## src/design/ndft_pkg.sv

```systemverilog
// Shared types, constants and twiddle table generation for the direct DFT engine.
package ndft_pkg;

    // Field widths
    localparam int SAMPLE_W   = 16;
    localparam int IN_DATA_W  = 32;
    localparam int BIN_W      = 23;
    localparam int IDX_OUT_W  = 6;
    localparam int OUT_DATA_W = 56;
    localparam int OUT_PAD_W  = OUT_DATA_W - 2 * BIN_W - IDX_OUT_W;

    // Bin scaling: Q2.30 sums back to Q1.15, round half up, saturate
    localparam int FRAC_BITS  = 15;
    localparam int ROUND_HALF = 16384;
    localparam int BIN_MAX    = 4194303;
    localparam int BIN_MIN    = -4194304;

    // pi/2 and 1.0 in Q61 for the twiddle series
    localparam logic [63:0] HALF_PI_Q61 = 64'h3243F6A8885A308D;
    localparam logic [63:0] Q61_ONE     = 64'h2000000000000000;
    localparam logic signed [17:0] TW_MAX = 18'sd32767;

    // Sequencer states
    typedef enum logic {
        S_LOAD,
        S_RUN
    } state_t;

    // Per-term tag that travels down the MAC pipeline
    typedef struct packed {
        logic valid;
        logic first;
        logic last;
    } mac_ctrl_t;

    // Restoring divide, elaboration only
    function automatic logic [63:0] tw_udiv(input logic [63:0] num, input logic [63:0] den);
        logic [64:0] rem;
        logic [63:0] quo;
        rem = '0;
        quo = '0;
        for (int i = 63; i >= 0; i--)
        begin
            rem = {rem[63:0], num[i]};
            if (rem >= {1'b0, den})
            begin
                rem    = rem - {1'b0, den};
                quo[i] = 1'b1;
            end
        end
        return quo;
    endfunction

    // (a*b) >> 61 in Q61
    function automatic logic [63:0] tw_qmul(input logic [63:0] a, input logic [63:0] b);
        logic [127:0] p;
        p = {64'd0, a} * {64'd0, b};
        return p[124:61];
    endfunction

    // Taylor series of cos (odd=0) or sin (odd=1) over the first quadrant
    function automatic logic [63:0] tw_series(input logic [63:0] x, input logic odd);
        logic [63:0]        term;
        logic [63:0]        x2;
        logic [63:0]        j;
        logic signed [63:0] sum;
        logic               neg;
        term = odd ? x : Q61_ONE;
        x2   = tw_qmul(x, x);
        sum  = $signed(term);
        j    = odd ? 64'd2 : 64'd1;
        neg  = 1'b1;
        // a zero term stays zero, so running every step is harmless
        for (int i = 0; i < 30; i++)
        begin
            if (j < 64'd60)
            begin
                term = tw_udiv(tw_qmul(term, x2), j * (j + 64'd1));
                if (neg)
                    sum = sum - $signed(term);
                else
                    sum = sum + $signed(term);
                neg = !neg;
                j   = j + 64'd2;
            end
        end
        if (sum < 0)
            return 64'd0;
        return sum;
    endfunction

    // Q61 to Q1.15, round half up
    function automatic logic signed [17:0] tw_q15(input logic [63:0] v);
        logic [63:0] r;
        r = (v + 64'h0000200000000000) >> 46;
        return $signed(r[17:0]);
    endfunction

    // Twiddle entry m of an n-point table: {sin, cos}, each Q1.15
    function automatic logic [31:0] tw_entry(input int m, input int points);
        logic [63:0]        pts;
        logic [63:0]        qd;
        logic [63:0]        rd;
        logic [63:0]        t;
        logic [63:0]        quad;
        logic [63:0]        rem;
        logic [63:0]        phi;
        logic signed [17:0] c;
        logic signed [17:0] s;
        logic signed [17:0] cv;
        logic signed [17:0] sv;
        pts  = 64'(points);
        qd   = tw_udiv(HALF_PI_Q61, pts);
        rd   = HALF_PI_Q61 - qd * pts;
        t    = 64'(4 * m);
        quad = tw_udiv(t, pts);
        rem  = t - quad * pts;
        phi  = qd * rem + tw_udiv(rd * rem, pts);
        c    = tw_q15(tw_series(phi, 1'b0));
        s    = tw_q15(tw_series(phi, 1'b1));
        // fold the quadrant back in
        case (quad)
            64'd0:
            begin
                cv = c;
                sv = s;
            end
            64'd1:
            begin
                cv = -s;
                sv = c;
            end
            64'd2:
            begin
                cv = -c;
                sv = -s;
            end
            default:
            begin
                cv = s;
                sv = -c;
            end
        endcase
        if (cv > TW_MAX)
            cv = TW_MAX;
        if (sv > TW_MAX)
            sv = TW_MAX;
        return {sv[15:0], cv[15:0]};
    endfunction

endpackage

```

## src/design/ndft_sample_store.sv

```systemverilog
// Sample memory: one write port for loading, one registered read port for the MAC.
module ndft_sample_store
    import ndft_pkg::*;
#(
    parameter int DEPTH = 64,
    parameter int AW    = 6
)
(
    input  logic                 clk,
    input  logic                 wr_en,
    input  logic [AW-1:0]        wr_addr,
    input  logic [IN_DATA_W-1:0] wr_data,
    input  logic                 rd_en,
    input  logic [AW-1:0]        rd_addr,
    output logic [IN_DATA_W-1:0] rd_data
);

    logic [IN_DATA_W-1:0] mem [DEPTH];
    logic [IN_DATA_W-1:0] rd_data_reg;

    // write on load, read on issue; read data holds while stalled
    always_ff @(posedge clk)
    begin
        if (wr_en)
            mem[wr_addr] <= wr_data;
        if (rd_en)
            rd_data_reg <= mem[rd_addr];
    end

    assign rd_data = rd_data_reg;

endmodule

```

## config.mk

```make
export PLATFORM = sky130hd
export DESIGN_NAME = ndft_sample_store
export DESIGN_NICKNAME = d
export VERILOG_FILES = /design/src/design/ndft_pkg.sv /design/src/design/ndft_sample_store.sv
export SDC_FILE = /design/constraint.sdc
export NUM_CORES = 2
export LEC_CHECK = 0
export CORE_UTILIZATION = 40
export DETAILED_ROUTE_END_ITERATION = 6
export DONT_BUFFER_PORTS = 1
export PLACE_DENSITY = 0.53
export SETUP_SLACK_MARGIN = 0.5
export SKIP_CTS_REPAIR_TIMING = 1
export SLEW_MARGIN = 20
export SYNTH_ARGS = -nofsm -noshare
export SYNTH_HDL_FRONTEND = slang
export SYNTH_SLANG_ARGS = --single-unit
```

## constraint.sdc

```tcl
create_clock -name clk -period 4.2 [get_ports clk]
set_clock_uncertainty 0.2 [all_clocks]
set_input_delay 0.63 -clock clk [delete_from_list [all_inputs] [get_ports clk]]
set_output_delay 0.63 -clock clk [all_outputs]
set_load 0.005 [all_outputs]
```

; Yosys cells after proc, flatten, opt, wreduce, memory -nomap -nowiden
; Memories as Yosys holds them, arrays and structs flattened. A register that Yosys moved wholly into a read port is not among the register bits.
; Index checks and enable logic that the tools add are counted.
[op_classes]
muxes = 2
[ops]
columns = cell, count
row1 = 1-bit two-way mux, 2
[word_totals]
word_cells = 3
mem_count = 1
ram_bits = 2048
ff_bits = 0
[mem_list]
columns = memory, depth, width, read_ports, rd_ports_with_merged_regs, wr, line_no
row1 = mem, 64, 32, 1, 1, 1, ndft_sample_store.sv:18  ; logic [IN_DATA_W-1:0] mem [DEPTH];

; Longest topological paths before layout
[logic_depth]
depth_word = 2
mapped_depth = 10

; Worst setup path before layout
; Ideal clock, no wire load.
[synth_timing]
path_kind = in2reg
start = input port wr_addr[3]
end = memory mem[48][0], enable pin
t_arrival_ns = 3.329
t_required_ns = 3.539
setup_slack_ns = 0.210
stages = 4
setup_time_ns = 0.461
cell_sequence = clkbuf_1 > nor2b_1 > nand4b_1 > nor3_1
[synth_lines]
columns = item, line_no
row1 = from (decl), ndft_sample_store.sv:11  ; input logic [AW-1:0] wr_addr,
row2 = to (decl), ndft_sample_store.sv:18
; No word-level cell before the write port.

==> out/summary.json <==
{
  "yosys": {
    "synth-edff-count": 2080,
    "synth.avg_cell_area_um2": 23.7,
    "synth.net_count": 3371,
    "synthCells": 3324,
    "ys_dominant_reg_cell": "edfxtp_1",
    "synth-async-reset-ratio": 0,
    "yosysSeqAreaShare": 0.792,
    "ys.warnings.count": 0,
    "post_synth_instance_area_mm2": 0.0788,
    "synth_seq_cells": 2080,
    "synth.distinct_cells": 33
  },
  "timing": {
    "finalCritPeriodShare": 0.866,
    "slew_headroom": 0.0738,
    "timing.final.setup_violations": 0,
    "setup_repair_after_global_routing_missed_its_margin": "no",
    "timing.final.max_slew_violations": 0,
    "fin_setup_tns_ns": 0,
    "worst-slew-pin-transition_ns": 1.39,
    "timing_hold_violations_final": 0,
    "finalWorstPathRequiredPeriod_ns": 3.64,
    "fin_hold_ws_ns": 0.0643,
    "max_freq_mhz": 275,
    "postLayoutSetupSlackWorst_ns": 0.561
  },
  "critical_path": {
    "timing.reg2reg.setup_slack_ns": 1.37,
    "worst_setup_path_start_kind": "input pin",
    "critical_path.top_delay_family": "multiplexers",
    "crit_slowest_cell": "o22ai_1",
    "max_stage_delay_ns": 0.62,
    "crit_top_cell": "buf_16",
    "worstPathCellList": "buf_16 > buf_16 > buf_16 > mux4_2 > mux4_2 > o22ai_1 > nor2_1",
    "worst_ep_arrival_time_ns": 3.99,
    "end_kind": "flop",
    "critical_path.n_buffers_inverters": 3,
    "worst-path-max-fanout": 60,
    "timing.critical_path.required_ns": 4.55,
    "path_class": "in -> reg"
  },
  "die": {
    "die_x_um": 446,
    "dieArea_mm2": 0.199,
    "boundaryPins": 79,
    "standard_cell_rows": 162,
    "chipHeight_um": 446,
    "floorplan.core_area_mm2": 0.195,
    "initial_core_util": 0.403
  },
  "run_status": {
    "outcome": "finished, final reports clean"
  },
  "power": {
    "power_mw": 42.9,
    "vdd_drop_max_uv": 343,
    "leakage_nw": 27.9,
    "cellPowerDensity_mw_per_mm2": 473
  },
  "cells_and_area": {
    "finish.net_count": 3592,
    "largest_register_ff_count": 2048,
    "final_common_cell": "edfxtp_1",
    "instances_no_fill": 6337,
    "post_route_cells_drive_above_1_share": 0.283,
    "layout_common_cells": "edfxtp_1, mux4_2, clkbuf_16, buf_4, mux2i_1",
    "area_growth_pct": 15.1
  },
  "min_path": {
    "timing.hold.worst.class": "in -> reg"
  },
  "global_route": {
    "grt_most_used_layer": "met2",
    "grt_pass1_wl_um": 294000,
    "global_routing_usage_on_met1": 0.303,
    "grtUsageTotal": 0.214,
    "groute.layer.met3.usage": 0.0433,
    "antenna_violations_before_repair": 7,
    "first_global_vias": 36600,
    "grt_start_max_net_pins": 514,
    "globalRoute.totalOverflow": 0,
    "use_met2": 0.342
  },
  "route": {
    "drt-wirelength-per-cell_um": 33.9,
    "ant_nets": 0,
    "post_route_drc_violation_count": 0,
    "viasPerCell": 5.77,
    "route.final.wire_length_um": 215000,
    "firstDrtPassIters": 5,
    "vias": 36500,
    "drt_iter0_markers": 3934
  },
  "job": {
    "maxCapViolCount": 0
  },
  "place": {
    "globalplace.congestion": 0.781,
    "placedCellCount": 5882,
    "hpwlAfterDp_um": 108000,
    "port_buffers": 0,
    "dp_worst_setup_slack_ns": 0.742
  },
  "cts": {
    "clk_root_buffer_cell": "clkbuf_16",
    "cts_buffer_depth": 3,
    "cts_sinks": 2080,
    "insertion_delay_ns": 0.85,
    "cts_made_buffers": 206,
    "cts.clk_slew.worst_paths_ns": 0.06,
    "clock_tree.htree_level_count": 4,
    "cts_tree": "built"
  }
}
## power breakdown
part / total (mW) / internal [mW] / switching, mW
clock: 17.8 / 9.88 / 7.89
combinational: 2.05 / 0.842 / 1.21
sequential: 23.1 / 23.0 / 0.0879
## synthesized netlist by cell type (7+ instances only)
master / instances / area (um^2)
nor2b_1: 15 / 93.8
mux4_2: 544 / 12300
a21oi_1: 62 / 310
buf_1: 21 / 78.8
o221ai_1: 27 / 236
o22ai_1: 84 / 526
clkbuf_1: 74 / 278
a22oi_1: 12 / 90.1
nand2b_1: 8 / 50.1
nand2_1: 26 / 97.6
buf_4: 25 / 188
edfxtp_1: 2080 / 62500
buf_2: 57 / 285
nor3_1: 7 / 35.0
mux2i_1: 93 / 931
nor2_1: 137 / 514
a311oi_1: 8 / 70.1
## per-layer routing
metal	wire, um	part of all wire
met1	92300	0.43
met3	14400	0.067
met5	23	0.00011
met4	5430	0.025
met2	102000	0.48
## final cells by class
cell class / instances / area (um^2)
fill: 16100 / 105000
sequential: 2080 / 62500
multi-input combinational: 1062 / 16000
clock buffer: 254 / 5360
tap: 2624 / 3280
timing repair buffer: 195 / 2540
clock inverter: 118 / 1080
antenna: 4 / 10.0
## stage by stage
stage	area (um^2)	utilization
6_report	90700	0.464
3_5_place_dp	82800	0.424
4_1_cts	89200	0.456
2_1_floorplan	78800	-
5_1_grt	90700	0.464
3_3_place_gp	82800	0.424
## logic make-up after synthesis
group,count (synthesis),share of synthesized area
flip-flops,2080,0.792
AND/OR/NAND/NOR,223,0.0126
buffers and inverters,182,0.0112
AO/OA/AOI/OAI,202,0.0167
multiplexers,637,0.167
## worst paths after layout
check / from / endpoint / depth (start not counted)
worst max register to register: mem[51][24]$_DFFE_PP_ / rd_data[24]$_DFFE_PP_ / 5
worst max-delay path: rd_addr[0] / rd_data[9]$_DFFE_PP_ / 7
worst min register to register: mem[12][8]$_DFFE_PP_ / rd_data[8]$_DFFE_PP_ / 4
worst min-delay path: wr_addr[2] / mem[48][2]$_DFFE_PP_ / 2
(Power assumes the default switching activity.)
