--- src/design/ndft_pkg.sv ---
// Shared types, constants and twiddle table generation for the direct DFT engine.
package ndft_pkg;

    // Field widths
    localparam int SAMPLE_W   = 16;
    localparam int IN_DATA_W  = 32;
    localparam int BIN_W      = 23;
    localparam int IDX_OUT_W  = 6;
    localparam int OUT_DATA_W = 56;
    localparam int OUT_PAD_W  = OUT_DATA_W - 2 * BIN_W - IDX_OUT_W;

    // Bin scaling: Q2.30 sums back to Q1.15, round half up, saturate
    localparam int FRAC_BITS  = 15;
    localparam int ROUND_HALF = 16384;
    localparam int BIN_MAX    = 4194303;
    localparam int BIN_MIN    = -4194304;

    // pi/2 and 1.0 in Q61 for the twiddle series
    localparam logic [63:0] HALF_PI_Q61 = 64'h3243F6A8885A308D;
    localparam logic [63:0] Q61_ONE     = 64'h2000000000000000;
    localparam logic signed [17:0] TW_MAX = 18'sd32767;

    // Sequencer states
    typedef enum logic {
        S_LOAD,
        S_RUN
    } state_t;

    // Per-term tag that travels down the MAC pipeline
    typedef struct packed {
        logic valid;
        logic first;
        logic last;
    } mac_ctrl_t;

    // Restoring divide, elaboration only
    function automatic logic [63:0] tw_udiv(input logic [63:0] num, input logic [63:0] den);
        logic [64:0] rem;
        logic [63:0] quo;
        rem = '0;
        quo = '0;
        for (int i = 63; i >= 0; i--)
        begin
            rem = {rem[63:0], num[i]};
            if (rem >= {1'b0, den})
            begin
                rem    = rem - {1'b0, den};
                quo[i] = 1'b1;
            end
        end
        return quo;
    endfunction

    // (a*b) >> 61 in Q61
    function automatic logic [63:0] tw_qmul(input logic [63:0] a, input logic [63:0] b);
        logic [127:0] p;
        p = {64'd0, a} * {64'd0, b};
        return p[124:61];
    endfunction

    // Taylor series of cos (odd=0) or sin (odd=1) over the first quadrant
    function automatic logic [63:0] tw_series(input logic [63:0] x, input logic odd);
        logic [63:0]        term;
        logic [63:0]        x2;
        logic [63:0]        j;
        logic signed [63:0] sum;
        logic               neg;
        term = odd ? x : Q61_ONE;
        x2   = tw_qmul(x, x);
        sum  = $signed(term);
        j    = odd ? 64'd2 : 64'd1;
        neg  = 1'b1;
        // a zero term stays zero, so running every step is harmless
        for (int i = 0; i < 30; i++)
        begin
            if (j < 64'd60)
            begin
                term = tw_udiv(tw_qmul(term, x2), j * (j + 64'd1));
                if (neg)
                    sum = sum - $signed(term);
                else
                    sum = sum + $signed(term);
                neg = !neg;
                j   = j + 64'd2;
            end
        end
        if (sum < 0)
            return 64'd0;
        return sum;
    endfunction

    // Q61 to Q1.15, round half up
    function automatic logic signed [17:0] tw_q15(input logic [63:0] v);
        logic [63:0] r;
        r = (v + 64'h0000200000000000) >> 46;
        return $signed(r[17:0]);
    endfunction

    // Twiddle entry m of an n-point table: {sin, cos}, each Q1.15
    function automatic logic [31:0] tw_entry(input int m, input int points);
        logic [63:0]        pts;
        logic [63:0]        qd;
        logic [63:0]        rd;
        logic [63:0]        t;
        logic [63:0]        quad;
        logic [63:0]        rem;
        logic [63:0]        phi;
        logic signed [17:0] c;
        logic signed [17:0] s;
        logic signed [17:0] cv;
        logic signed [17:0] sv;
        pts  = 64'(points);
        qd   = tw_udiv(HALF_PI_Q61, pts);
        rd   = HALF_PI_Q61 - qd * pts;
        t    = 64'(4 * m);
        quad = tw_udiv(t, pts);
        rem  = t - quad * pts;
        phi  = qd * rem + tw_udiv(rd * rem, pts);
        c    = tw_q15(tw_series(phi, 1'b0));
        s    = tw_q15(tw_series(phi, 1'b1));
        // fold the quadrant back in
        case (quad)
            64'd0:
            begin
                cv = c;
                sv = s;
            end
            64'd1:
            begin
                cv = -s;
                sv = c;
            end
            64'd2:
            begin
                cv = -c;
                sv = -s;
            end
            default:
            begin
                cv = s;
                sv = -c;
            end
        endcase
        if (cv > TW_MAX)
            cv = TW_MAX;
        if (sv > TW_MAX)
            sv = TW_MAX;
        return {sv[15:0], cv[15:0]};
    endfunction

endpackage

--- src/design/ndft_twiddle_rom.sv ---
// Twiddle ROM: Q1.15 cos/sin of 2*pi*m/POINTS, built at elaboration, registered read.
module ndft_twiddle_rom
    import ndft_pkg::*;
#(
    parameter int POINTS = 64,
    parameter int AW     = 6
)
(
    input  logic                       clk,
    input  logic                       rd_en,
    input  logic [AW-1:0]              rd_addr,
    output logic signed [SAMPLE_W-1:0] tw_cos,
    output logic signed [SAMPLE_W-1:0] tw_sin
);

    logic [2*SAMPLE_W-1:0] rom [POINTS];
    logic [2*SAMPLE_W-1:0] entry_reg;

    // constant table
    for (genvar g = 0; g < POINTS; g++)
    begin : g_rom
        localparam logic [2*SAMPLE_W-1:0] ENTRY = tw_entry(g, POINTS);
        assign rom[g] = ENTRY;
    end

    always_ff @(posedge clk)
    begin
        if (rd_en)
            entry_reg <= rom[rd_addr];
    end

    assign tw_cos = $signed(entry_reg[SAMPLE_W-1:0]);
    assign tw_sin = $signed(entry_reg[2*SAMPLE_W-1:SAMPLE_W]);

endmodule

--- config.mk ---
export PLATFORM = sky130hd
export DESIGN_NAME = ndft_twiddle_rom
export DESIGN_NICKNAME = d
export VERILOG_FILES = /design/src/design/ndft_pkg.sv /design/src/design/ndft_twiddle_rom.sv
export SDC_FILE = /design/constraint.sdc
export NUM_CORES = 1
export LEC_CHECK = 0
export BUFFER_PORTS_ARGS = -buffer_cell sky130_fd_sc_hd__buf_2
export CAP_MARGIN = 20
export CORE_ASPECT_RATIO = 1.1
export CORE_MARGIN = 2
export CORE_UTILIZATION = 29
export DETAILED_ROUTE_END_ITERATION = 8
export PLACE_DENSITY = 0.52
export SLEW_MARGIN = 25
export SYNTH_ARGS = -nofsm -noshare
export SYNTH_HDL_FRONTEND = slang
export SYNTH_SLANG_ARGS = --single-unit
--- constraint.sdc ---
create_clock -name clk -period 3.36 [get_ports clk]
set_input_delay 0 -clock clk [delete_from_list [all_inputs] [get_ports clk]]
set_output_delay 0 -clock clk [all_outputs]
set_load 0.005 [all_outputs]
**After elaboration in Yosys (flattened, before gate mapping)**

Memories as Yosys holds them, arrays and structs flattened. A register that Yosys moved wholly into a read port is not among the register bits.
Cells that the tools add are included.

- Bitwise logic cells: 1

Operator list:

| operator | number |
|---|---|
| $not 6->7 | 1 |

- Output and inout bits: 32
- Register bits after elaboration: 0
- Memories: 1
- Logic and storage cells: 2
- ROM bits: 2048
- Input port bits: 8

Memories:

| name | words | bits a word | rd ports | clocked after memory_dff | write ports | RTL line | source |
|---|---|---|---|---|---|---|---|
| (no name shown) | 64 | 32 | 1 | 1 | 0 | ndft_twiddle_rom.sv:29 | `entry_reg <= rom[rd_addr];` |

**Longest topological paths before layout**

- Word-level depth: 1
- Depth in mapped cells: 9

**Worst setup path after synthesis**

No wires, ideal clock.

- Path type: input port to flip-flop
- Start: input port rd_addr[0]
- End: register entry_reg[17], data pin
- Path buffers: 2
- Data required time: 3100 ps
- Arrival time: 1781 ps
- Library setup time: 260 ps
- Stages on the path: 8
- Setup slack: 1319 ps
- Cells stage by stage: clkbuf_1 inv_1 ha_1 clkbuf_1 nand2_1 o21ai_0 mux4_2 mux2_2

- Cells in the longest elaborated chain, start to end: 1

RTL lines:

| what | RTL line | source |
|---|---|---|
| start: declaration | ndft_twiddle_rom.sv:11 | `input logic [AW-1:0] rd_addr,` |
| $not 6->7 (not written as such) | ndft_twiddle_rom.sv:29 |  |
| end: declaration | ndft_twiddle_rom.sv:17 | `logic [2*SAMPLE_W-1:0] entry_reg;` |

No other way between the ends.

**Worst setup path in the final report**

- Start: input port rd_addr[0]
- End: register entry_reg[9], data pin

Same word-level chain as after synthesis.

==> impl_metrics.tcl <==
set metrics [dict create \
    internal_power_w 0.000783 \
    layout-drive-gt1-share_pct 17.0 \
    post-route-period-util_pct 59.6 \
    ys_ff_latch 32 \
    drt-total-wl_mm 8.83 \
    port_buffers 39 \
    slew_violations 0 \
    yosysSeqAreaShare_pct 33.7 \
    ir_worst_vdd_uv 107 \
    die-area_um2 10600 \
    layout_common_cells "39 x buf_2, 37 x nor2_1, 35 x nand2_1, 32 x edfxtp_1, 31 x o21ai_0" \
    comb_power_share_pct 31.7 \
    cp_max_fo 15 \
    syn-num-nets 365 \
    switching_share_pct 32.5 \
    crit_end "entry_reg[9]$_DFFE_PP_" \
    grt_max_degree 59 \
    cts_tree "done" \
    crit_start "rd_addr[0]" \
    drt_first_pass_iters 6 \
    cts_hold_buf 0 \
    fmax_mhz 499 \
    grt-ovfl-total 0 \
    worst_slack_ns 1.36 \
    finalHoldViolations 0 \
    cpPeakStageDelay_ns 0.73 \
    cts_sinks 32 \
    grtUsageTotal_pct 16.7 \
    ys_warn_count 0 \
    ant_nets 0 \
    cp_cell_sequence "buf_2 > inv_1 > ha_1 > nor2b_1 > a21oi_1 > o311ai_0 > o221ai_1" \
    power_density_nw_per_um2 368 \
    via_per_inst 5.82 \
    nFillCells 1039 \
    synthArstFlopShare_pct 0 \
    syn2layout_area_growth_pct 10.4 \
    rsz0062_at_grt "false" \
    worst-path-buf-inv 2 \
    dr.first_iter.drc_count 352 \
    largest_register_ffs 32 \
    p_switching_w 0.000377 \
    dieHeight_um 108 \
    crit_family "compound AO/OA/AOI/OAI gates" \
    tightest_slew_ns 0.954 \
    antenna_found_initial 0 \
    syn_avg_cell_area_um2 8.22 \
    clkTransAtPathRegs_ns 0.06 \
    synth_cells 347 \
    clockBufferDepth 2 \
    cts_setup_buffers 0 \
    htree_num_levels 2 \
    wl_per_cell_um 18.3 \
    status "finished, final reports clean" \
    grt_pass1_vias 2558 \
    fin_hold_ws_ns 0.270 \
    pwr-share-clk_pct 24.5 \
    final_common_cell "buf_2" \
    syn-cell-area_um2 2850 \
    clockRootBuffer "clkbuf_8" \
    finalSetupTns_ns 0 \
    fin_util_pct 33.3 \
    dp_slack_ns 1.11 \
    gp_congestion 0.955 \
    yosys.cell_types.count 47 \
    rows 37 \
    final_nets 382 \
    ios 40 \
    cts_buffers 5 \
    worst_ep_arrival_time_ns 2.01 \
    drv_cap 0 \
    setup_viol 0 \
    cp.required_ns 3.36 \
    endpoint_kind "flop" \
    vias 2805 \
    leakage_nw 1.20 \
    cts_resized 0 \
    relSlewSlack_pct 36.4 \
    dp.final_hpwl_mm 6.22 \
    hp-class "in2reg" \
    synth-edff-count 32 \
    crit_cells 7 \
    critPathKind "in2reg" \
    synth_ff_type "edfxtp_1" \
    die_w_um 98.5 \
    initial_core_util_pct 30.2 \
    critPathSlowestCell "o311ai_0" \
    core_um2 9440 \
    min_period_ns 2.00 \
    post-route-drc-count 0 \
    grt_pass1_wl_mm 14.0 \
    diodes 0 \
    start_kind "input port" \
    seq_power_share_pct 43.8 \
]
-- stage by stage --
stage | cells | cell area, um^2 | power, W
floorplan | 347 | 2850 | 0.000762
global placement | 474 | 3070 | 0.000881
detailed placement | 474 | 3070 | 0.000881
CTS | 482 | 3150 | 0.00116
global route | 482 | 3150 | 0.00122
finish | 482 | 3150 | 0.00116
-- worst min path at each step --
stage                                  from  cells past startpoint                       to
finish                           rd_addr[5]                      2  entry_reg[14]$_DFFE_PP_
floorplan                             rd_en                      0   entry_reg[0]$_DFFE_PP_
global placement    entry_reg[26]$_DFFE_PP_                      1               tw_sin[10]
CTS                              rd_addr[5]                      3  entry_reg[28]$_DFFE_PP_
detailed placement  entry_reg[10]$_DFFE_PP_                      1               tw_cos[10]
global route                     rd_addr[5]                      3  entry_reg[28]$_DFFE_PP_
-- cell usage after synthesis, drive strengths merged (5+ instances only) --
cell type / number / share of area (%)
buf: 21 / 4.1
nor2: 37 / 4.9
o31ai: 7 / 1.8
xnor2: 5 / 1.5
inv: 9 / 1.2
or2: 5 / 1.1
a222oi: 5 / 1.8
o211ai: 8 / 2.1
o22ai: 9 / 2.0
o21ai: 31 / 5.4
nand2b: 11 / 2.4
clkbuf: 14 / 1.8
nand2: 35 / 4.6
ha: 10 / 4.4
a31oi: 8 / 1.8
edfxtp: 32 / 34
a21oi: 29 / 5.1
nand3: 12 / 2.1
mux2i: 7 / 2.5
-- area by class of cell --
cell class / count / area (um^2) / share of cell area (%)
clock buffer: 7 / 76.3 / 2.42
clock inverter: 1 / 3.75 / 0.119
timing repair buffer: 45 / 240 / 7.63
multi-input combinational: 271 / 1690 / 53.6
inverter: 9 / 33.8 / 1.07
sequential: 32 / 961 / 30.5
tap: 117 / 146 / 4.65
-- logic make-up (layout without fill, tap and decap cells) --
group	Yosys count	after routing	synth area share, %
flip-flops	32	32	33.7
buffers and inverters	44	62	7.15
adder cells (fa/ha/maj)	10	10	4.39
AND/OR/NAND/NOR	117	117	18.7
XOR/XNOR	6	6	1.84
AO/OA/AOI/OAI	125	125	28.2
multiplexers	13	13	6.01
-- routing by layer --
metal,up-vias,routed length [um],global-route usage (%)
li1,1329,-,-
met5,-,0,0
met3,14,597,2.33
met1,1326,3810,22.7
met4,0,191,6.56
met2,136,4230,26.8
-- power by group through the flow --
| stage | clock network [W] | logic (W) | registers [W] |
|---|---|---|---|
| 3_3_place_gp | 0 | 0.000366 | 0.000516 |
| 6_report | 0.000284 | 0.000368 | 0.000507 |
| 4_1_cts | 0.000289 | 0.000365 | 0.000508 |
| 5_1_grt | 0.000303 | 0.000406 | 0.000512 |
| 2_1_floorplan | 0 | 0.000236 | 0.000525 |
| 3_5_place_dp | 0 | 0.000364 | 0.000517 |
Note: power is estimated with default switching activity, not from simulation.
