**src/design/ndft_pkg.sv**
```systemverilog
// Shared types, constants and twiddle table generation for the direct DFT engine.
package ndft_pkg;

    // Field widths
    localparam int SAMPLE_W   = 16;
    localparam int IN_DATA_W  = 32;
    localparam int BIN_W      = 23;
    localparam int IDX_OUT_W  = 6;
    localparam int OUT_DATA_W = 56;
    localparam int OUT_PAD_W  = OUT_DATA_W - 2 * BIN_W - IDX_OUT_W;

    // Bin scaling: Q2.30 sums back to Q1.15, round half up, saturate
    localparam int FRAC_BITS  = 15;
    localparam int ROUND_HALF = 16384;
    localparam int BIN_MAX    = 4194303;
    localparam int BIN_MIN    = -4194304;

    // pi/2 and 1.0 in Q61 for the twiddle series
    localparam logic [63:0] HALF_PI_Q61 = 64'h3243F6A8885A308D;
    localparam logic [63:0] Q61_ONE     = 64'h2000000000000000;
    localparam logic signed [17:0] TW_MAX = 18'sd32767;

    // Sequencer states
    typedef enum logic {
        S_LOAD,
        S_RUN
    } state_t;

    // Per-term tag that travels down the MAC pipeline
    typedef struct packed {
        logic valid;
        logic first;
        logic last;
    } mac_ctrl_t;

    // Restoring divide, elaboration only
    function automatic logic [63:0] tw_udiv(input logic [63:0] num, input logic [63:0] den);
        logic [64:0] rem;
        logic [63:0] quo;
        rem = '0;
        quo = '0;
        for (int i = 63; i >= 0; i--)
        begin
            rem = {rem[63:0], num[i]};
            if (rem >= {1'b0, den})
            begin
                rem    = rem - {1'b0, den};
                quo[i] = 1'b1;
            end
        end
        return quo;
    endfunction

    // (a*b) >> 61 in Q61
    function automatic logic [63:0] tw_qmul(input logic [63:0] a, input logic [63:0] b);
        logic [127:0] p;
        p = {64'd0, a} * {64'd0, b};
        return p[124:61];
    endfunction

    // Taylor series of cos (odd=0) or sin (odd=1) over the first quadrant
    function automatic logic [63:0] tw_series(input logic [63:0] x, input logic odd);
        logic [63:0]        term;
        logic [63:0]        x2;
        logic [63:0]        j;
        logic signed [63:0] sum;
        logic               neg;
        term = odd ? x : Q61_ONE;
        x2   = tw_qmul(x, x);
        sum  = $signed(term);
        j    = odd ? 64'd2 : 64'd1;
        neg  = 1'b1;
        // a zero term stays zero, so running every step is harmless
        for (int i = 0; i < 30; i++)
        begin
            if (j < 64'd60)
            begin
                term = tw_udiv(tw_qmul(term, x2), j * (j + 64'd1));
                if (neg)
                    sum = sum - $signed(term);
                else
                    sum = sum + $signed(term);
                neg = !neg;
                j   = j + 64'd2;
            end
        end
        if (sum < 0)
            return 64'd0;
        return sum;
    endfunction

    // Q61 to Q1.15, round half up
    function automatic logic signed [17:0] tw_q15(input logic [63:0] v);
        logic [63:0] r;
        r = (v + 64'h0000200000000000) >> 46;
        return $signed(r[17:0]);
    endfunction

    // Twiddle entry m of an n-point table: {sin, cos}, each Q1.15
    function automatic logic [31:0] tw_entry(input int m, input int points);
        logic [63:0]        pts;
        logic [63:0]        qd;
        logic [63:0]        rd;
        logic [63:0]        t;
        logic [63:0]        quad;
        logic [63:0]        rem;
        logic [63:0]        phi;
        logic signed [17:0] c;
        logic signed [17:0] s;
        logic signed [17:0] cv;
        logic signed [17:0] sv;
        pts  = 64'(points);
        qd   = tw_udiv(HALF_PI_Q61, pts);
        rd   = HALF_PI_Q61 - qd * pts;
        t    = 64'(4 * m);
        quad = tw_udiv(t, pts);
        rem  = t - quad * pts;
        phi  = qd * rem + tw_udiv(rd * rem, pts);
        c    = tw_q15(tw_series(phi, 1'b0));
        s    = tw_q15(tw_series(phi, 1'b1));
        // fold the quadrant back in
        case (quad)
            64'd0:
            begin
                cv = c;
                sv = s;
            end
            64'd1:
            begin
                cv = -s;
                sv = c;
            end
            64'd2:
            begin
                cv = -c;
                sv = -s;
            end
            default:
            begin
                cv = s;
                sv = -c;
            end
        endcase
        if (cv > TW_MAX)
            cv = TW_MAX;
        if (sv > TW_MAX)
            sv = TW_MAX;
        return {sv[15:0], cv[15:0]};
    endfunction

endpackage

```
**src/design/ndft_cmac.sv**
```systemverilog
// Shared complex multiply-accumulate with bin rounding and saturation.
module ndft_cmac
    import ndft_pkg::*;
#(
    parameter int ACC_W = 39
)
(
    input  logic                       clk,
    input  logic                       rst_n,
    input  logic                       adv,
    input  mac_ctrl_t                  issue,
    input  logic signed [SAMPLE_W-1:0] sample_real,
    input  logic signed [SAMPLE_W-1:0] sample_imag,
    input  logic signed [SAMPLE_W-1:0] tw_cos,
    input  logic signed [SAMPLE_W-1:0] tw_sin,
    output logic                       fin_valid,
    output logic signed [BIN_W-1:0]    fin_real,
    output logic signed [BIN_W-1:0]    fin_imag
);

    localparam int PROD_W = 2 * SAMPLE_W;
    localparam logic signed [ACC_W:0] SAT_HI = (ACC_W + 1)'(BIN_MAX);
    localparam logic signed [ACC_W:0] SAT_LO = (ACC_W + 1)'(BIN_MIN);
    localparam logic signed [ACC_W:0] HALF   = (ACC_W + 1)'(ROUND_HALF);

    mac_ctrl_t                 s1_reg;
    mac_ctrl_t                 s2_reg;
    logic                      done_reg;
    logic signed [PROD_W-1:0]  p_rr_reg;
    logic signed [PROD_W-1:0]  p_ii_reg;
    logic signed [PROD_W-1:0]  p_ir_reg;
    logic signed [PROD_W-1:0]  p_ri_reg;
    logic signed [ACC_W-1:0]   acc_real_reg;
    logic signed [ACC_W-1:0]   acc_imag_reg;
    logic signed [ACC_W-1:0]   acc_real_next;
    logic signed [ACC_W-1:0]   acc_imag_next;
    logic signed [PROD_W:0]    term_real;
    logic signed [PROD_W:0]    term_imag;

    // Q2.30 sum back to Q1.15, ties toward +inf, clamped to the bin range
    function automatic logic signed [BIN_W-1:0] round_bin(input logic signed [ACC_W-1:0] a);
        logic signed [ACC_W:0] t;
        logic signed [ACC_W:0] r;
        t = $signed({a[ACC_W-1], a}) + HALF;
        r = t >>> FRAC_BITS;
        if (r > SAT_HI)
            return BIN_W'(BIN_MAX);
        if (r < SAT_LO)
            return BIN_W'(BIN_MIN);
        return $signed(r[BIN_W-1:0]);
    endfunction

    // pipeline tags
    always_ff @(posedge clk or negedge rst_n)
    begin
        if (!rst_n)
        begin
            s1_reg   <= '0;
            s2_reg   <= '0;
            done_reg <= 1'b0;
        end
        else if (adv)
        begin
            s1_reg   <= issue;
            s2_reg   <= s1_reg;
            done_reg <= s2_reg.valid && s2_reg.last;
        end
    end

    // real: xr*c + xi*s, imag: xi*c - xr*s
    assign term_real = (PROD_W + 1)'(p_rr_reg) + (PROD_W + 1)'(p_ii_reg);
    assign term_imag = (PROD_W + 1)'(p_ir_reg) - (PROD_W + 1)'(p_ri_reg);

    always_comb
    begin
        acc_real_next = acc_real_reg;
        acc_imag_next = acc_imag_reg;
        if (s2_reg.valid)
        begin
            if (s2_reg.first)
            begin
                acc_real_next = ACC_W'(term_real);
                acc_imag_next = ACC_W'(term_imag);
            end
            else
            begin
                acc_real_next = acc_real_reg + ACC_W'(term_real);
                acc_imag_next = acc_imag_reg + ACC_W'(term_imag);
            end
        end
    end

    // products and accumulators
    always_ff @(posedge clk)
    begin
        if (adv)
        begin
            p_rr_reg     <= sample_real * tw_cos;
            p_ii_reg     <= sample_imag * tw_sin;
            p_ir_reg     <= sample_imag * tw_cos;
            p_ri_reg     <= sample_real * tw_sin;
            acc_real_reg <= acc_real_next;
            acc_imag_reg <= acc_imag_next;
        end
    end

    assign fin_valid = done_reg;
    assign fin_real  = round_bin(acc_real_reg);
    assign fin_imag  = round_bin(acc_imag_reg);

    // a finished bin waiting on the output keeps its value
    a_fin_hold: assert property (@(posedge clk) disable iff (!rst_n)
        fin_valid && !adv |=> fin_valid && $stable(fin_real) && $stable(fin_imag))
        else $error("finished bin changed while stalled");

    // a bin completes only after its last term has passed s2_reg
    a_done_src: assert property (@(posedge clk) disable iff (!rst_n)
        adv && !(s2_reg.valid && s2_reg.last) |=> !done_reg)
        else $error("bin done without a last term");

endmodule

```
**config.mk**
```make
export PLATFORM = sky130hd
export DESIGN_NAME = ndft_cmac
export DESIGN_NICKNAME = d
export VERILOG_FILES = /design/src/design/ndft_pkg.sv /design/src/design/ndft_cmac.sv
export SDC_FILE = /design/constraint.sdc
export NUM_CORES = 2
export LEC_CHECK = 0
export BUFFER_PORTS_ARGS = -buffer_cell sky130_fd_sc_hd__buf_4
export CAP_MARGIN = 20
export CORE_ASPECT_RATIO = 0.5
export CORE_UTILIZATION = 50
export DETAILED_ROUTE_END_ITERATION = 8
export PLACE_DENSITY = 0.66
export RECOVER_POWER = 50
export SETUP_SLACK_MARGIN = 0.1
export SYNTH_ARGS = -nofsm -noshare
export SYNTH_HDL_FRONTEND = slang
export SYNTH_SLANG_ARGS = --single-unit
```
**constraint.sdc**
```tcl
create_clock -name clk -period 5.45 [get_ports clk]
set_input_delay 1.635 -clock clk [delete_from_list [all_inputs] [get_ports clk]]
set_output_delay 1.635 -clock clk [all_outputs]
set_load 0.01 [all_outputs]
```
---- Word level (Yosys, flattened, before mapping) ----
Index checks and enable logic that the tools add are counted.
storage, ports and cells
  flip-flop bits (word level) ............. 213
  input port bits ......................... 70
  output and inout port bits .............. 47
  logic and storage cells ................. 45
cells by class
  add/sub/neg operators ................... 6
  multiply operators ...................... 4
  order comparisons ....................... 4
  mux-type cells .......................... 16
  reduce and logical (&&, ||, !) cells .... 2
operator list
  cell                    count
  $mux 23                 8
  $mul 16x16->32          4
  $add 39x16->40 const B  2
  $add 39x33->39          2
  $mux 39                 2
  $gt 25x23->1 const B    2
  $lt 25x23->1 const B    2
  $add 32x32->33          1
  $sub 32x32->33          1
  $mux 1                  6
  $reduce_and 2->1        1
  $logic_and 1x1->1       1

---- Longest topological paths before layout ----
  depth in word-level cells ............... 6
  mapped depth ............................ 25

---- Least setup slack after synthesis ----
OpenSTA, ideal clock, no wires.
  path type ............................... input to register
  start ................................... input port sample_real[15]
  end ..................................... register p_ri_reg[31] (data pin)
  data arrival time ....................... 7369 ps
  setup slack ............................. -2179 ps
  stages .................................. 21
  buffers on the path ..................... 1
  cells stage by stage .................... clkbuf_1 > nand2_1 > inv_1 > fa_1 > fa_1 > fa_1 > fa_1 > fa_1 > inv_1 > fa_1 > inv_1 > ha_1 > nor3_1 > nor2_1 > a31o_2 > a21o_1 > o31a_1 > o41ai_2 > o21ai_1 > a21oi_1 > xnor2_1
between the ends
  cells in the longest elaborated chain, start to end .. 1
ends and longest elaborated chain
  what                    RTL line          RTL
  start: declaration      ndft_cmac.sv:12   input logic signed [SAMPLE_W-1:0] sample_real,
  $mul 16x16->32          ndft_cmac.sv:101  p_ri_reg <= sample_real * tw_sin;
  end signal: assignment  ndft_cmac.sv:101
  end: declaration        ndft_cmac.sv:32   logic signed [PROD_W-1:0] p_ri_reg;
No other way between the ends.
A chain may end at the register's enable or synchronous reset.

---- Worst setup path in the final report ----
  start ................................... input port tw_sin[3]
  end ..................................... register p_ri_reg[31] (data pin)
between the ends
  cells in the longest elaborated chain, start to end .. 1
ends and longest elaborated chain
  what                RTL line          RTL
  start: declaration  ndft_cmac.sv:15   input logic signed [SAMPLE_W-1:0] tw_sin,
  $mul 16x16->32      ndft_cmac.sv:101
No other way between the ends.

==> flow_metrics.env <==
export IMPL_viasPerCell=5.31
export IMPL_fp_dieW_um=468
export IMPL_wl_per_cell_um=19.4
export IMPL_synth_seq_cells=213
export IMPL_postLayoutSetupSlackWorst_ps=-1490
export IMPL_die_h_um=235
export IMPL_endpoint_kind="register"
export IMPL_cts_tree="yes"
export IMPL_cp_max_fo=19
export IMPL_syn_inst=5821
export IMPL_post_route_util_pct=62.9
export IMPL_r2r_cells=21
export IMPL_finClkSkew_ps=26.5
export IMPL_crit_path_end="p_ri_reg[31]$_DFFE_PP_"
export IMPL_critical_path_class="in2reg"
export IMPL_grt_pass1_vias=45000
export IMPL_synth_ff_type="edfxtp_1"
export IMPL_dieArea_um2=110000
export IMPL_tightest_slew_ps=2840
export IMPL_violations="design-rule violations, max-capacitance violations, max-slew violations, negative setup slack"
export IMPL_cpPeakStageDelay_ps=710
export IMPL_cts_root_buf="clkbuf_16"
export IMPL_synth_seq_area_share_pct=11.7
export IMPL_hpwlAfterDp_um=129000
export IMPL_fin_cells=8021
export IMPL_ios=117
export IMPL_clock_latency_ps=610
export IMPL_finalNetCount=8155
export IMPL_drt_iter0_markers=2856
export IMPL_crit_family="adder cells"
export IMPL_overflow=0
export IMPL_syn_mean_instance_area_um2=9.32
export IMPL_rr_startpoint="p_ir_reg[18]$_DFFE_PP_"
export IMPL_vias=42600
export IMPL_cts_sinks=213
export IMPL_finalCritPeriodShare_pct=127
export IMPL_seqCellArea_um2=6360
export IMPL_initial_core_util_pct=50.5
export IMPL_worstSetupStartpointType="primary input"
export IMPL_port_buffers=116
export IMPL_cp_cell_sequence="buf_6 > and2_1 > fa_2 > buf_6 > fa_2 > fa_2 > fa_1 > fa_1 > inv_1 > fa_1 > inv_2 > ha_4 > nand4_1 > o2111ai_2 > a31o_2 > a21o_1 > o31a_1 > o41ai_4 > o21ai_1 > a21oi_2 > xnor2_1"
export IMPL_coreArea_um2=108000
export IMPL_drc=2
export IMPL_startpoint="tw_sin[3]"
export IMPL_syn_num_nets=7413
export IMPL_worstPathRequired_ps=5820
export IMPL_rsz0062_at_grt="yes"
export IMPL_placed_cells=7863
export IMPL_fillCellCount=8655
export IMPL_hold_ws_ps=489
export IMPL_finalSetupTns_ps=-96780
export IMPL_syn2layout_area_growth_pct=24.7
export IMPL_worst_path_stages=21
export IMPL_ys_top_cells_by_count="1253 x inv_1, 1052 x fa_1, 607 x nand2_1"
export IMPL_finalHoldViolations=0
export IMPL_synth_top_area_cell="fa_1"
export IMPL_outcome="finished, violations left"
export IMPL_drive_above_1_share_pct=23.5
export IMPL_setup_violations=92
export IMPL_globalRouteTotalUtil_pct=28.9
export IMPL_numCtsBuffers=27
export IMPL_clock_path_buffers=3
export IMPL_min_period_ps=6940
export IMPL_first_pass_iters=8
export IMPL_synth_top_cells_by_area="fa_1 39%, edfxtp_1 11%, ha_1 11%"
export IMPL_max_cap_violations=4
export IMPL_path_buf_inv=4
export IMPL_synth_edf_count=206
export IMPL_antenna_found_initial=10
export IMPL_regToRegSetupSlack_ps=260
export IMPL_relSlewSlack_pct=-89.1
export IMPL_syn_area_um2=54300
export IMPL_hold_class="reg2reg"
export IMPL_yosysWarnings=0
export IMPL_grt_pass1_wl_um=248000
export IMPL_path_clk_slew_ps=80
export IMPL_r2r_end="acc_imag_reg[38]$_DFFE_PP_"
export IMPL_async_flop_share_pct=3.29
export IMPL_rows=85
export IMPL_report_final_slew_viol_count=269
export IMPL_slowest_stage="fa_2"
export IMPL_ant_nets=0
export IMPL_grt_max_degree=116
export IMPL_htreeDepth=1
export IMPL_synth_most_common_cell="inv_1"
export IMPL_globalplace_congestion=1.04
export IMPL_crit_arrival_ps=7310
export IMPL_yosysUniqueCellTypes=87
export IMPL_multiInputGateArea_um2=45300
export IMPL_routed_wl_um=155000
export IMPL_hold_depth=1
export IMPL_timing_fmax_ghz=0.144
export IMPL_yosysTopAreaCellShare_pct=38.8
## per-stage QoR
stage                     cell area [um^2]  worst slack (ps)
final                                67700             -1490
after global routing                 67700             -1660
after CTS                            65900             -1440
after detailed placement             63000             -2380
after global placement               63000             -2300
after floorplan                      55700             -1850
## worst min-delay path by stage
stage / start / endpoint / slack (ps)
after CTS: s1_reg[0]$_DFFE_PN0P_ / s2_reg[0]$_DFFE_PN0P_ / 500
final: s1_reg[0]$_DFFE_PN0P_ / s2_reg[0]$_DFFE_PN0P_ / 490
after detailed placement: s2_reg[0]$_DFFE_PN0P_ / fin_valid$_DFFE_PN0P_ / 490
after global routing: s1_reg[0]$_DFFE_PN0P_ / s2_reg[0]$_DFFE_PN0P_ / 510
after global placement: s2_reg[0]$_DFFE_PN0P_ / fin_valid$_DFFE_PN0P_ / 470
after floorplan: s2_reg[0]$_DFFE_PN0P_ / fin_valid$_DFFE_PN0P_ / 460
## layout make-up
class	count	area share, %
Clock buffer	28	1.00
Tap cell	1435	2.65
Inverter	1253	6.95
Sequential cell	213	9.40
Timing Repair Buffer	933	12.7
Multi-Input combinational cell	4135	67.0
Clock inverter	22	0.300
Antenna cell	2	0.00740
## cells in the final DEF, fill, tap and decap left out, types with 53 or more instances in the layout
| cell | n |
|---|---|
| a21o_1 | 105 |
| a21oi_1 | 125 |
| a21oi_2 | 53 |
| and2_1 | 437 |
| and2_4 | 63 |
| buf_12 | 61 |
| buf_4 | 700 |
| buf_6 | 129 |
| edfxtp_1 | 206 |
| fa_1 | 1011 |
| ha_1 | 398 |
| ha_4 | 57 |
| inv_1 | 1185 |
| inv_2 | 67 |
| nand2_1 | 584 |
| nor2_1 | 156 |
| o21ai_0 | 142 |
| xnor2_1 | 182 |
| xor2_1 | 85 |
## routing by layer
layer	vias up	share of wire (%)	global-route usage [%]
met5	-	0.026	0
met4	6	1.8	4.97
met3	171	9.0	6.85
met2	1259	43	42.6
met1	21600	46	43.6
li1	19500	-	-
## cells by family (layout without fill, tap and decap cells)
kind of cell               count (synthesis)  count (layout)  synth area share (%)
DFF                                      213             213                  11.7
buffers and inverters                   1473            2236                  10.2
adders and majority gates               1522            1522                  49.7
and+or+nand+nor                         1552            1552                  14.1
other                                      0               2                     0
muxes                                     28              28                 0.583
AOI/OAI and AO/OA                        726             726                  8.76
xor gates and xnor gates                 307             307                  4.96
## worst reg2reg max path: stages, from the launching register on
cell,delay (ps)
edfxtp_1,400
ha_1,410
a21o_1,240
a311oi_1,290
nor2_1,90
o221a_2,230
nor2_1,190
o221ai_2,140
buf_4,150
a41o_1,220
a21oi_1,190
xnor2_1,210
buf_4,200
ha_1,260
and3_1,220
a221o_1,370
a211o_1,310
a41oi_2,220
o21ai_2,120
buf_4,150
a31oi_1,220
xnor2_1,90
## what timing repair did
action,4_1_cts,5_1_grt
endpoints found under the setup margin,95,128
pin swaps,169,232
gates resized for setup,328,322
gates cloned,4,2
setup buffers,60,61
hold buffers,0,0
Power is left out: the tool's default activity adds up to more than one toggle a clock period on the data nets, which glitch-free logic cannot reach.
